==> src/design/average_power_estimator_top_assert.svh <==
// Assertion macros shared by the estimator RTL.
// APE_ASSERT_IMP: same-cycle implication, APE_ASSERT_NXT: next-cycle implication.
`ifndef AVERAGE_POWER_ESTIMATOR_TOP_ASSERT_SVH
`define AVERAGE_POWER_ESTIMATOR_TOP_ASSERT_SVH

`ifndef NO_ASSERTIONS
`define APE_ASSERT_IMP(lbl, clk, rstn, ante, cons) \
    lbl: assert property (@(posedge clk) disable iff (!rstn) (ante) |-> (cons)) \
        else $error("same-cycle check failed");
`define APE_ASSERT_NXT(lbl, clk, rstn, ante, cons) \
    lbl: assert property (@(posedge clk) disable iff (!rstn) (ante) |=> (cons)) \
        else $error("next-cycle check failed");
`else
`define APE_ASSERT_IMP(lbl, clk, rstn, ante, cons)
`define APE_ASSERT_NXT(lbl, clk, rstn, ante, cons)
`endif

`endif

==> src/design/ape_pkg.sv <==
package ape_pkg;

    localparam int FIELD_W  = 32;
    localparam int COEFF_W  = 12;
    // widest weighted sum of one bit slice: 4095*(1000+1+1000+10000) < 2^26
    localparam int WEIGHT_W = 26;

    localparam int CPU_SCALE    = 1000;
    localparam int LPM_SCALE    = 1;
    localparam int TX_SCALE     = 1000;
    localparam int LISTEN_SCALE = 10000;
    localparam int TIME_SCALE   = 10000;

    localparam int CPU_COEFF_RST    = 54;
    localparam int LPM_COEFF_RST    = 1635;
    localparam int TX_COEFF_RST     = 531;
    localparam int LISTEN_COEFF_RST = 60;

    typedef enum logic [1:0] {
        CFG_CPU    = 2'd0,
        CFG_LPM    = 2'd1,
        CFG_TX     = 2'd2,
        CFG_LISTEN = 2'd3
    } t_cfg_idx;

    typedef enum logic [1:0] {
        ST_OK        = 2'd0,
        ST_ZERO_TIME = 2'd1,
        ST_SATURATED = 2'd2
    } t_status;

    typedef enum logic [2:0] {
        S_IDLE,
        S_MAC,
        S_SCALE,
        S_DIV_GO,
        S_DIV_WAIT,
        S_DONE
    } t_state;

    typedef struct packed {
        logic busy;
        logic done;
        logic sat;
    } t_div_stat;

endpackage

==> src/design/ape_serial_div.sv <==
`include "average_power_estimator_top_assert.svh"

module ape_serial_div #(
    parameter int NUM_W = 68,
    parameter int DEN_W = 47
) (
    input  logic                          i_clk,
    input  logic                          i_rst_n,
    input  logic                          i_start,
    input  logic [NUM_W-1:0]              i_num,
    input  logic [DEN_W-1:0]              i_den,
    output ape_pkg::t_div_stat            o_stat,
    output logic [ape_pkg::FIELD_W-1:0]   o_quot
);

    localparam int Q_W   = ape_pkg::FIELD_W;
    localparam int HI_W  = NUM_W - Q_W;
    localparam int CMP_W = (HI_W > DEN_W) ? HI_W : DEN_W;
    localparam int CNT_W = $clog2(Q_W);

    logic             r_busy;
    logic             r_done;
    logic             r_sat;
    logic [CNT_W-1:0] r_cnt;
    logic [DEN_W-1:0] r_rem;
    logic [Q_W-1:0]   r_quo;

    logic [HI_W-1:0]  w_hi;
    logic             w_sat;
    logic [DEN_W:0]   w_rem2;
    logic [DEN_W:0]   w_diff;
    logic             w_ge;

    // quotient overflows 32 bits exactly when num >= den * 2^32
    assign w_hi   = i_num[NUM_W-1:Q_W];
    assign w_sat  = CMP_W'(w_hi) >= CMP_W'(i_den);
    assign w_rem2 = {r_rem, r_quo[Q_W-1]};
    assign w_diff = w_rem2 - {1'b0, i_den};
    assign w_ge   = w_rem2 >= {1'b0, i_den};

    always_ff @(posedge i_clk) begin
        if (!i_rst_n) begin
            r_busy <= 1'b0;
            r_done <= 1'b0;
            r_sat  <= 1'b0;
            r_cnt  <= '0;
        end else begin
            r_done <= 1'b0;
            if (i_start) begin
                r_sat <= w_sat;
                r_cnt <= '0;
                if (w_sat) begin
                    r_done <= 1'b1;
                end else begin
                    r_busy <= 1'b1;
                end
            end else if (r_busy) begin
                r_cnt <= r_cnt + 1'b1;
                if (r_cnt == CNT_W'(Q_W - 1)) begin
                    r_busy <= 1'b0;
                    r_done <= 1'b1;
                end
            end
        end
    end

    // remainder starts as the high part (below den when not saturated);
    // low numerator bits shift out of r_quo while quotient bits shift in
    always_ff @(posedge i_clk) begin
        if (i_start) begin
            r_rem <= DEN_W'(w_hi);
            r_quo <= i_num[Q_W-1:0];
        end else if (r_busy) begin
            r_rem <= w_ge ? w_diff[DEN_W-1:0] : w_rem2[DEN_W-1:0];
            r_quo <= {r_quo[Q_W-2:0], w_ge};
        end
    end

    assign o_stat.busy = r_busy;
    assign o_stat.done = r_done;
    assign o_stat.sat  = r_sat;
    assign o_quot      = r_quo;

    `APE_ASSERT_IMP(a_no_restart, i_clk, i_rst_n, i_start, !r_busy)
    `APE_ASSERT_IMP(a_done_idle, i_clk, i_rst_n, r_done, !r_busy)
    `APE_ASSERT_IMP(a_sat_no_iter, i_clk, i_rst_n, r_busy, !r_sat)

endmodule

==> src/design/average_power_estimator_top.sv <==
// Flow: a reading accepted in idle runs through the MAC, scale and divide states
//   to done; with no cpu/low power time elapsed it goes straight to done, and
//   a saturating result leaves the divider without iterating.
// Pacing: set by the bit-serial MAC (one delta bit per cycle) and the 32-step
//   restoring divider; a reading is accepted only in idle, after the last result.
// Reset: synchronous, active low; clears previous readings, restores weights.
`include "average_power_estimator_top_assert.svh"

module average_power_estimator_top #(
    parameter int COUNTER_WIDTH   = 32,
    parameter int FRACTION_DIGITS = 3
) (
    input  logic                          i_clk,
    input  logic                          i_rst_n,
    // configuration write port
    input  logic                          i_cfg_we,
    input  logic [1:0]                    i_cfg_idx,
    input  logic [ape_pkg::COEFF_W-1:0]   i_cfg_data,
    // counter readings
    input  logic                          i_valid,
    output logic                          o_ready,
    input  logic [ape_pkg::FIELD_W-1:0]   i_cpu_count,
    input  logic [ape_pkg::FIELD_W-1:0]   i_low_power_count,
    input  logic [ape_pkg::FIELD_W-1:0]   i_transmit_count,
    input  logic [ape_pkg::FIELD_W-1:0]   i_listen_count,
    // results
    output logic                          o_valid,
    input  logic                          i_ready,
    output logic [ape_pkg::FIELD_W-1:0]   o_cpu_ticks,
    output logic [ape_pkg::FIELD_W-1:0]   o_low_power_ticks,
    output logic [ape_pkg::FIELD_W-1:0]   o_transmit_ticks,
    output logic [ape_pkg::FIELD_W-1:0]   o_listen_ticks,
    output logic [ape_pkg::FIELD_W-1:0]   o_power_milli,
    output logic [1:0]                    o_status
);

    localparam int CW     = COUNTER_WIDTH;
    localparam int FW     = ape_pkg::FIELD_W;
    localparam int WW     = ape_pkg::WEIGHT_W;
    localparam longint unsigned P10 = 64'(10) ** FRACTION_DIGITS;
    localparam int PW     = $clog2(P10);
    // numerator: weighted sum (< 2^(CW+WW)) times 10^FRACTION_DIGITS
    localparam int NUM_W  = CW + WW + PW;
    // denominator: (cpu + lpm) * 10000
    localparam int TIME_W = $clog2(ape_pkg::TIME_SCALE);
    localparam int DEN_W  = CW + 1 + TIME_W;
    localparam int CNT_W  = $clog2(CW);

    // state and control
    ape_pkg::t_state    r_state, n_state;
    logic [CNT_W-1:0]   r_cnt, n_cnt;
    logic               r_zero, n_zero;
    logic               r_o_valid, n_o_valid;

    // previous readings
    logic [CW-1:0]      r_prev_cpu, n_prev_cpu;
    logic [CW-1:0]      r_prev_lpm, n_prev_lpm;
    logic [CW-1:0]      r_prev_tx, n_prev_tx;
    logic [CW-1:0]      r_prev_lsn, n_prev_lsn;

    // scaled weights (coefficient times fixed scale)
    logic [WW-1:0]      r_w_cpu, r_w_lpm, r_w_tx, r_w_lsn;

    // deltas, rotated MSB first through the MAC, back in place after CW steps
    logic [CW-1:0]      r_dc, n_dc;
    logic [CW-1:0]      r_dl, n_dl;
    logic [CW-1:0]      r_dt, n_dt;
    logic [CW-1:0]      r_ds, n_ds;
    logic [NUM_W-1:0]   r_num, n_num;
    logic [DEN_W-1:0]   r_den, n_den;

    // result register
    logic [FW-1:0]      r_cpu_ticks, n_cpu_ticks;
    logic [FW-1:0]      r_lpm_ticks, n_lpm_ticks;
    logic [FW-1:0]      r_tx_ticks, n_tx_ticks;
    logic [FW-1:0]      r_lsn_ticks, n_lsn_ticks;
    logic [FW-1:0]      r_power, n_power;
    ape_pkg::t_status   r_status, n_status;

    logic [CW-1:0]      w_cpu_in, w_lpm_in, w_tx_in, w_lsn_in;
    logic [CW-1:0]      w_dc, w_dl, w_dt, w_ds;
    logic [WW-1:0]      w_wsum;
    logic               w_div_start;
    ape_pkg::t_div_stat w_div_stat;
    logic [FW-1:0]      w_div_quot;

    // bits above COUNTER_WIDTH are dropped; narrower counters are zero-extended
    assign w_cpu_in = CW'(i_cpu_count);
    assign w_lpm_in = CW'(i_low_power_count);
    assign w_tx_in  = CW'(i_transmit_count);
    assign w_lsn_in = CW'(i_listen_count);

    assign w_dc = w_cpu_in - r_prev_cpu;
    assign w_dl = w_lpm_in - r_prev_lpm;
    assign w_dt = w_tx_in  - r_prev_tx;
    assign w_ds = w_lsn_in - r_prev_lsn;

    // weights selected by the current delta MSBs
    assign w_wsum = (r_dc[CW-1] ? r_w_cpu : '0) + (r_dl[CW-1] ? r_w_lpm : '0)
                  + (r_dt[CW-1] ? r_w_tx  : '0) + (r_ds[CW-1] ? r_w_lsn : '0);

    assign o_ready = (r_state == ape_pkg::S_IDLE);

    always_comb begin
        n_state     = r_state;
        n_cnt       = r_cnt;
        n_zero      = r_zero;
        n_o_valid   = r_o_valid;
        n_prev_cpu  = r_prev_cpu;
        n_prev_lpm  = r_prev_lpm;
        n_prev_tx   = r_prev_tx;
        n_prev_lsn  = r_prev_lsn;
        n_dc        = r_dc;
        n_dl        = r_dl;
        n_dt        = r_dt;
        n_ds        = r_ds;
        n_num       = r_num;
        n_den       = r_den;
        n_cpu_ticks = r_cpu_ticks;
        n_lpm_ticks = r_lpm_ticks;
        n_tx_ticks  = r_tx_ticks;
        n_lsn_ticks = r_lsn_ticks;
        n_power     = r_power;
        n_status    = r_status;
        w_div_start = 1'b0;

        // result taken; a new load below overrides
        if (i_ready) begin
            n_o_valid = 1'b0;
        end

        case (r_state)
            ape_pkg::S_IDLE: begin
                if (i_valid) begin
                    n_prev_cpu = w_cpu_in;
                    n_prev_lpm = w_lpm_in;
                    n_prev_tx  = w_tx_in;
                    n_prev_lsn = w_lsn_in;
                    n_dc       = w_dc;
                    n_dl       = w_dl;
                    n_dt       = w_dt;
                    n_ds       = w_ds;
                    n_num      = '0;
                    n_den      = '0;
                    n_cnt      = '0;
                    // cpu + lpm is zero only when both deltas are
                    n_zero     = (w_dc == '0) && (w_dl == '0);
                    n_state    = n_zero ? ape_pkg::S_DONE : ape_pkg::S_MAC;
                end
            end
            ape_pkg::S_MAC: begin
                // Horner over delta bits: acc = 2*acc + selected weights
                n_num = (r_num << 1) + NUM_W'(w_wsum);
                n_den = (r_den << 1)
                      + (r_dc[CW-1] ? DEN_W'(ape_pkg::TIME_SCALE) : '0)
                      + (r_dl[CW-1] ? DEN_W'(ape_pkg::TIME_SCALE) : '0);
                n_dc  = {r_dc[CW-2:0], r_dc[CW-1]};
                n_dl  = {r_dl[CW-2:0], r_dl[CW-1]};
                n_dt  = {r_dt[CW-2:0], r_dt[CW-1]};
                n_ds  = {r_ds[CW-2:0], r_ds[CW-1]};
                n_cnt = r_cnt + 1'b1;
                if (r_cnt == CNT_W'(CW - 1)) begin
                    n_cnt   = '0;
                    n_state = ape_pkg::S_SCALE;
                end
            end
            ape_pkg::S_SCALE: begin
                // times ten per step: 8x + 2x
                n_num = (r_num << 3) + (r_num << 1);
                n_cnt = r_cnt + 1'b1;
                if (r_cnt == CNT_W'(FRACTION_DIGITS - 1)) begin
                    n_cnt   = '0;
                    n_state = ape_pkg::S_DIV_GO;
                end
            end
            ape_pkg::S_DIV_GO: begin
                w_div_start = 1'b1;
                n_state     = ape_pkg::S_DIV_WAIT;
            end
            ape_pkg::S_DIV_WAIT: begin
                if (w_div_stat.done) begin
                    n_state = ape_pkg::S_DONE;
                end
            end
            ape_pkg::S_DONE: begin
                // wait until the result register is free or being emptied
                if (!r_o_valid || i_ready) begin
                    n_o_valid   = 1'b1;
                    n_cpu_ticks = FW'(r_dc);
                    n_lpm_ticks = FW'(r_dl);
                    n_tx_ticks  = FW'(r_dt);
                    n_lsn_ticks = FW'(r_ds);
                    if (r_zero) begin
                        n_power  = '0;
                        n_status = ape_pkg::ST_ZERO_TIME;
                    end else if (w_div_stat.sat) begin
                        n_power  = '1;
                        n_status = ape_pkg::ST_SATURATED;
                    end else begin
                        n_power  = w_div_quot;
                        n_status = ape_pkg::ST_OK;
                    end
                    n_state = ape_pkg::S_IDLE;
                end
            end
            default: begin
                n_state = ape_pkg::S_IDLE;
            end
        endcase
    end

    always_ff @(posedge i_clk) begin
        if (!i_rst_n) begin
            r_state    <= ape_pkg::S_IDLE;
            r_cnt      <= '0;
            r_zero     <= 1'b0;
            r_o_valid  <= 1'b0;
            r_prev_cpu <= '0;
            r_prev_lpm <= '0;
            r_prev_tx  <= '0;
            r_prev_lsn <= '0;
        end else begin
            r_state    <= n_state;
            r_cnt      <= n_cnt;
            r_zero     <= n_zero;
            r_o_valid  <= n_o_valid;
            r_prev_cpu <= n_prev_cpu;
            r_prev_lpm <= n_prev_lpm;
            r_prev_tx  <= n_prev_tx;
            r_prev_lsn <= n_prev_lsn;
        end
    end

    // datapath and result payload
    always_ff @(posedge i_clk) begin
        r_dc        <= n_dc;
        r_dl        <= n_dl;
        r_dt        <= n_dt;
        r_ds        <= n_ds;
        r_num       <= n_num;
        r_den       <= n_den;
        r_cpu_ticks <= n_cpu_ticks;
        r_lpm_ticks <= n_lpm_ticks;
        r_tx_ticks  <= n_tx_ticks;
        r_lsn_ticks <= n_lsn_ticks;
        r_power     <= n_power;
        r_status    <= n_status;
    end

    // weights are held pre-scaled; every 2-bit index selects one of the four weights
    always_ff @(posedge i_clk) begin
        if (!i_rst_n) begin
            r_w_cpu <= WW'(ape_pkg::CPU_COEFF_RST * ape_pkg::CPU_SCALE);
            r_w_lpm <= WW'(ape_pkg::LPM_COEFF_RST * ape_pkg::LPM_SCALE);
            r_w_tx  <= WW'(ape_pkg::TX_COEFF_RST * ape_pkg::TX_SCALE);
            r_w_lsn <= WW'(ape_pkg::LISTEN_COEFF_RST * ape_pkg::LISTEN_SCALE);
        end else if (i_cfg_we) begin
            case (ape_pkg::t_cfg_idx'(i_cfg_idx))
                ape_pkg::CFG_CPU: begin
                    r_w_cpu <= WW'(i_cfg_data) * WW'(ape_pkg::CPU_SCALE);
                end
                ape_pkg::CFG_LPM: begin
                    r_w_lpm <= WW'(i_cfg_data) * WW'(ape_pkg::LPM_SCALE);
                end
                ape_pkg::CFG_TX: begin
                    r_w_tx <= WW'(i_cfg_data) * WW'(ape_pkg::TX_SCALE);
                end
                ape_pkg::CFG_LISTEN: begin
                    r_w_lsn <= WW'(i_cfg_data) * WW'(ape_pkg::LISTEN_SCALE);
                end
                default: begin
                end
            endcase
        end
    end

    // 32-step restoring divider with up-front overflow test
    ape_serial_div #(
        .NUM_W (NUM_W),
        .DEN_W (DEN_W)
    ) u_div (
        .i_clk   (i_clk),
        .i_rst_n (i_rst_n),
        .i_start (w_div_start),
        .i_num   (r_num),
        .i_den   (r_den),
        .o_stat  (w_div_stat),
        .o_quot  (w_div_quot)
    );

    assign o_valid           = r_o_valid;
    assign o_cpu_ticks       = r_cpu_ticks;
    assign o_low_power_ticks = r_lpm_ticks;
    assign o_transmit_ticks  = r_tx_ticks;
    assign o_listen_ticks    = r_lsn_ticks;
    assign o_power_milli     = r_power;
    assign o_status          = r_status;

    `APE_ASSERT_NXT(a_accept_next, i_clk, i_rst_n, i_valid && o_ready,
        (r_state == ape_pkg::S_MAC) || (r_state == ape_pkg::S_DONE))
    `APE_ASSERT_IMP(a_idle_div_quiet, i_clk, i_rst_n, r_state == ape_pkg::S_IDLE,
        !w_div_stat.busy)
    `APE_ASSERT_IMP(a_done_in_wait, i_clk, i_rst_n, w_div_stat.done,
        r_state == ape_pkg::S_DIV_WAIT)
    `APE_ASSERT_IMP(a_zero_power, i_clk, i_rst_n,
        r_o_valid && (r_status == ape_pkg::ST_ZERO_TIME), r_power == '0)
    `APE_ASSERT_IMP(a_sat_power, i_clk, i_rst_n,
        r_o_valid && (r_status == ape_pkg::ST_SATURATED), r_power == '1)

endmodule

==> config.mk <==
export PLATFORM = sky130hd
export DESIGN_NAME = average_power_estimator_top
export DESIGN_NICKNAME = d
export VERILOG_FILES = /design/src/design/ape_pkg.sv /design/src/design/ape_serial_div.sv /design/src/design/average_power_estimator_top.sv
export VERILOG_INCLUDE_DIRS = /design/src /design/src/design
export SDC_FILE = /design/constraint.sdc
export NUM_CORES = 2
export LEC_CHECK = 0
export BUFFER_PORTS_ARGS = -buffer_cell sky130_fd_sc_hd__buf_2
export CAP_MARGIN = 20
export CORE_ASPECT_RATIO = 1.75
export CORE_UTILIZATION = 51
export DETAILED_ROUTE_END_ITERATION = 12
export GPL_TIMING_DRIVEN = 0
export MAX_ROUTING_LAYER = met4
export PLACE_DENSITY = 0.78
export SETUP_SLACK_MARGIN = 0.02
export SYNTH_ARGS = -nofsm -noshare
export SYNTH_HDL_FRONTEND = slang
export SYNTH_SLANG_ARGS = --single-unit
==> constraint.sdc <==
create_clock -name i_clk -period 13.4 [get_ports i_clk]
set_input_delay 2.01 -clock i_clk [delete_from_list [all_inputs] [get_ports i_clk]]
set_output_delay 2.01 -clock i_clk [all_outputs]
set_load 0.02 [all_outputs]
==> impl_metrics.ini <==
[cells_and_area]
regMostFlops = r_num
largest_register_ff_count = 68
layout-drive-gt1-share = 0.0906
syn_to_final_growth_pct = 12.1
nFillCells = 8071
nNetsFinal = 6251
final_common_cell = nand2_1
reg.largest.list = r_num (68), u_div.r_rem (47), r_den (43)
layout_common_cells = nand2_1 (855), edfxtp_1 (469), ha_1 (431)

[grt]
grt_max_degree = 70
gr-total-overflow = 0
antenna_found_initial = 24
grt_pass1_vias = 39900
grt_pass1_wl_um = 219000
grt_usage = 0.312

[setup_path]
cp-start-kind = register
required_ps = 13770
r2r_setup_slack_ps = 5230
rr_worst_depth = 26
critPathTopFamily = compound AO/OA/AOI/OAI gates
reg2reg_from = r_dl[31]
path_class = reg -> reg
critPathArrivalTime_ps = 8540
slowest_delay_ps = 980
cp_slowest_cell = edfxtp_1
end_kind = register
cp.buffers_inverters = 2
crit_fanout = 10
r2r-end = r_num[53]

[floorplan]
start_util = 0.516
die_height_um = 406
die_area_um2 = 94300
ios = 311
rows = 147
core_region_area_um2 = 92000
die_w_um = 233

[synthesis]
syn_avg_cell_area_um2 = 9.14
ys_top_cells_by_area = edfxtp_1 (30%), ha_1 (11%), dfxtp_1 (9.7%)
synthArstFlopShare = 0
synthCells = 5192
synth.net_count = 5859
ys_warn_count = 0
synth_edf_count = 469
seq_area_frac_synth = 0.393
synth_cell_types = 101
yosysTopAreaCell = edfxtp_1
synth.cell_area_um2 = 47500
synthDominantCellAreaShare = 0.297
ys_ff_latch = 698
ys.flop_type = edfxtp_1

[min_path]
min_from = r_ds[4]
min_path_type = reg -> reg
hold_end = o_listen_ticks[4]
hold_depth = 0

[run]
max_cap_viol_count = 0

[timing]
fmax_ghz = 0.122
period_needed_ps = 8170
maxSlewHeadroom = 0.194
slew_viol_final = 0
tightest_slew_ps = 1210
fin_skew_ps = 38.5
holdWs_ps = 433
rsz0062_at_grt = no
setup_violations = 0
hold_violations = 0
finalCritPeriodShare = 0.609
finalSetupTns_ps = 0

[power]
p_switching_uw = 3640
p_int_uw = 5420
pwr-share-comb = 0.443
pwr_density_cell_nw_per_um2 = 170
pwr-share-clk = 0.229
leakagePower_uw = 0.0220
p_seq_frac = 0.329
ir_drop_mv = 0.128
sw_frac_of_total = 0.402

[cts]
clkSinkCount = 698
clk_root_buffer_cell = clkbuf_16
holdBufCountCts = 0
cts_tree = built
htree_levels = 3
clk_pin_slew_ps = 70
cts_buffer_depth = 3
cts-resized-gates = 0
clock_latency_ps = 700
cts_buffers = 70
postCtsSetupRepairBufs = 0

[routing]
drtIter0Drc = 2778
vias = 40400
via_per_inst = 5.89
drc_errors = 0
wl_per_cell_um = 21.0
drtPass1Iterations = 5
wirelength_um = 144000
antenna_violating_nets_post_route = 0

[placement]
place_congestion = 0.999
port_buffers = 308
hpwl_um = 111000

[run_status]
status = completed
## per-layer routing
metal	vias up	GRT usage	share of wire
li1	19100	-	-
met3	449	0.0554	0.070
met2	1497	0.533	0.50
met4	0	0.209	0.073
met5	-	-	0
met1	19300	0.326	0.36
## cell usage after synthesis, types with 12 or more instances
cell and number:
nand2_1 856, edfxtp_1 469, ha_1 431, nor2_1 365, inv_1 360, a21oi_1 308
o21ai_0 231, dfxtp_1 229, xnor2_1 211, clkbuf_1 178, a21boi_0 161, xor2_1 127
nand3_1 115, a21o_1 111, fa_1 89, and2_1 79, nor3_1 77, a31oi_1 62
o22ai_1 58, nand4_1 54, o21a_1 54, nor2b_1 49, and3_1 42, nand2b_1 34
o211ai_1 33, o21bai_1 31, a211oi_1 30, o31ai_1 30, or3_1 29, nor4_1 19
a211o_1 16, nor3b_1 14, or2_2 14, a41oi_1 13, mux2i_1 12, o21ai_1 12
## worst register-to-register path, delay by kind of cell (launching register included)
kind / cells / cell delay (ps)
compound gates: 14 / 3060
fa+ha+maj: 4 / 1780
buf+inv: 2 / 840
xor+xnor: 2 / 440
simple gates: 4 / 750
flops: 1 / 980
## worst max-delay path by stage
stage	start	end	slack, ps	cells after the start
CTS	r_dl[31]	r_num[53]	5150	26
finish	r_dl[31]	r_num[53]	5230	26
global placement	i_ready	o_transmit_ticks[19]	450	3
global route	r_dl[31]	r_num[53]	4760	26
detailed placement	r_dl[31]	r_num[53]	5210	26
floorplan	i_ready	o_cpu_ticks[0]	3920	2
## stage by stage
stage | util | setup slack, ps | area (um^2) | instances | power, uW
4_1_cts | 0.578 | 5150 | 53100 | 6833 | 9030
2_1_floorplan | - | 3920 | 47500 | 5192 | 5900
5_1_grt | 0.578 | 4760 | 53200 | 6853 | 9610
6_report | 0.579 | 5230 | 53200 | 6855 | 9060
3_5_place_dp | 0.552 | 5210 | 50800 | 6704 | 6940
3_3_place_gp | 0.549 | 452 | 50500 | 6692 | 6860
## power groups by stage
stage	sequential [uW]	combinational, uW	clock [uW]
2_1_floorplan	2890	3010	0
3_5_place_dp	3010	3940	0
4_1_cts	2970	3970	2090
3_3_place_gp	3030	3830	0
6_report	2980	4010	2070
5_1_grt	3000	4440	2170
## cell type report
class,instances,area [um^2],share of cell area
repair buffers,320,1790,0.0336
flip-flops and latches,698,18700,0.351
plain buffers,196,805,0.0151
diodes,22,55.1,0.00103
multi-input cells,3938,26700,0.501
clock buffers,88,1930,0.0363
inverters,360,1350,0.0254
well taps,1192,1490,0.0280
clock inverters,41,447,0.00840
## logic make-up (layout without fill, tap and decap cells)
kind of cell,after synthesis,count (layout),share of synthesized area
compound gates,1257,1257,0.172
xor+xnor,338,338,0.0624
fa+ha+maj,520,520,0.151
buf+inv,556,1005,0.0454
flops,698,698,0.393
mux,13,13,0.00277
other cells,0,22,0
simple gates,1810,1810,0.173
Power figures use the tool's default switching activity.
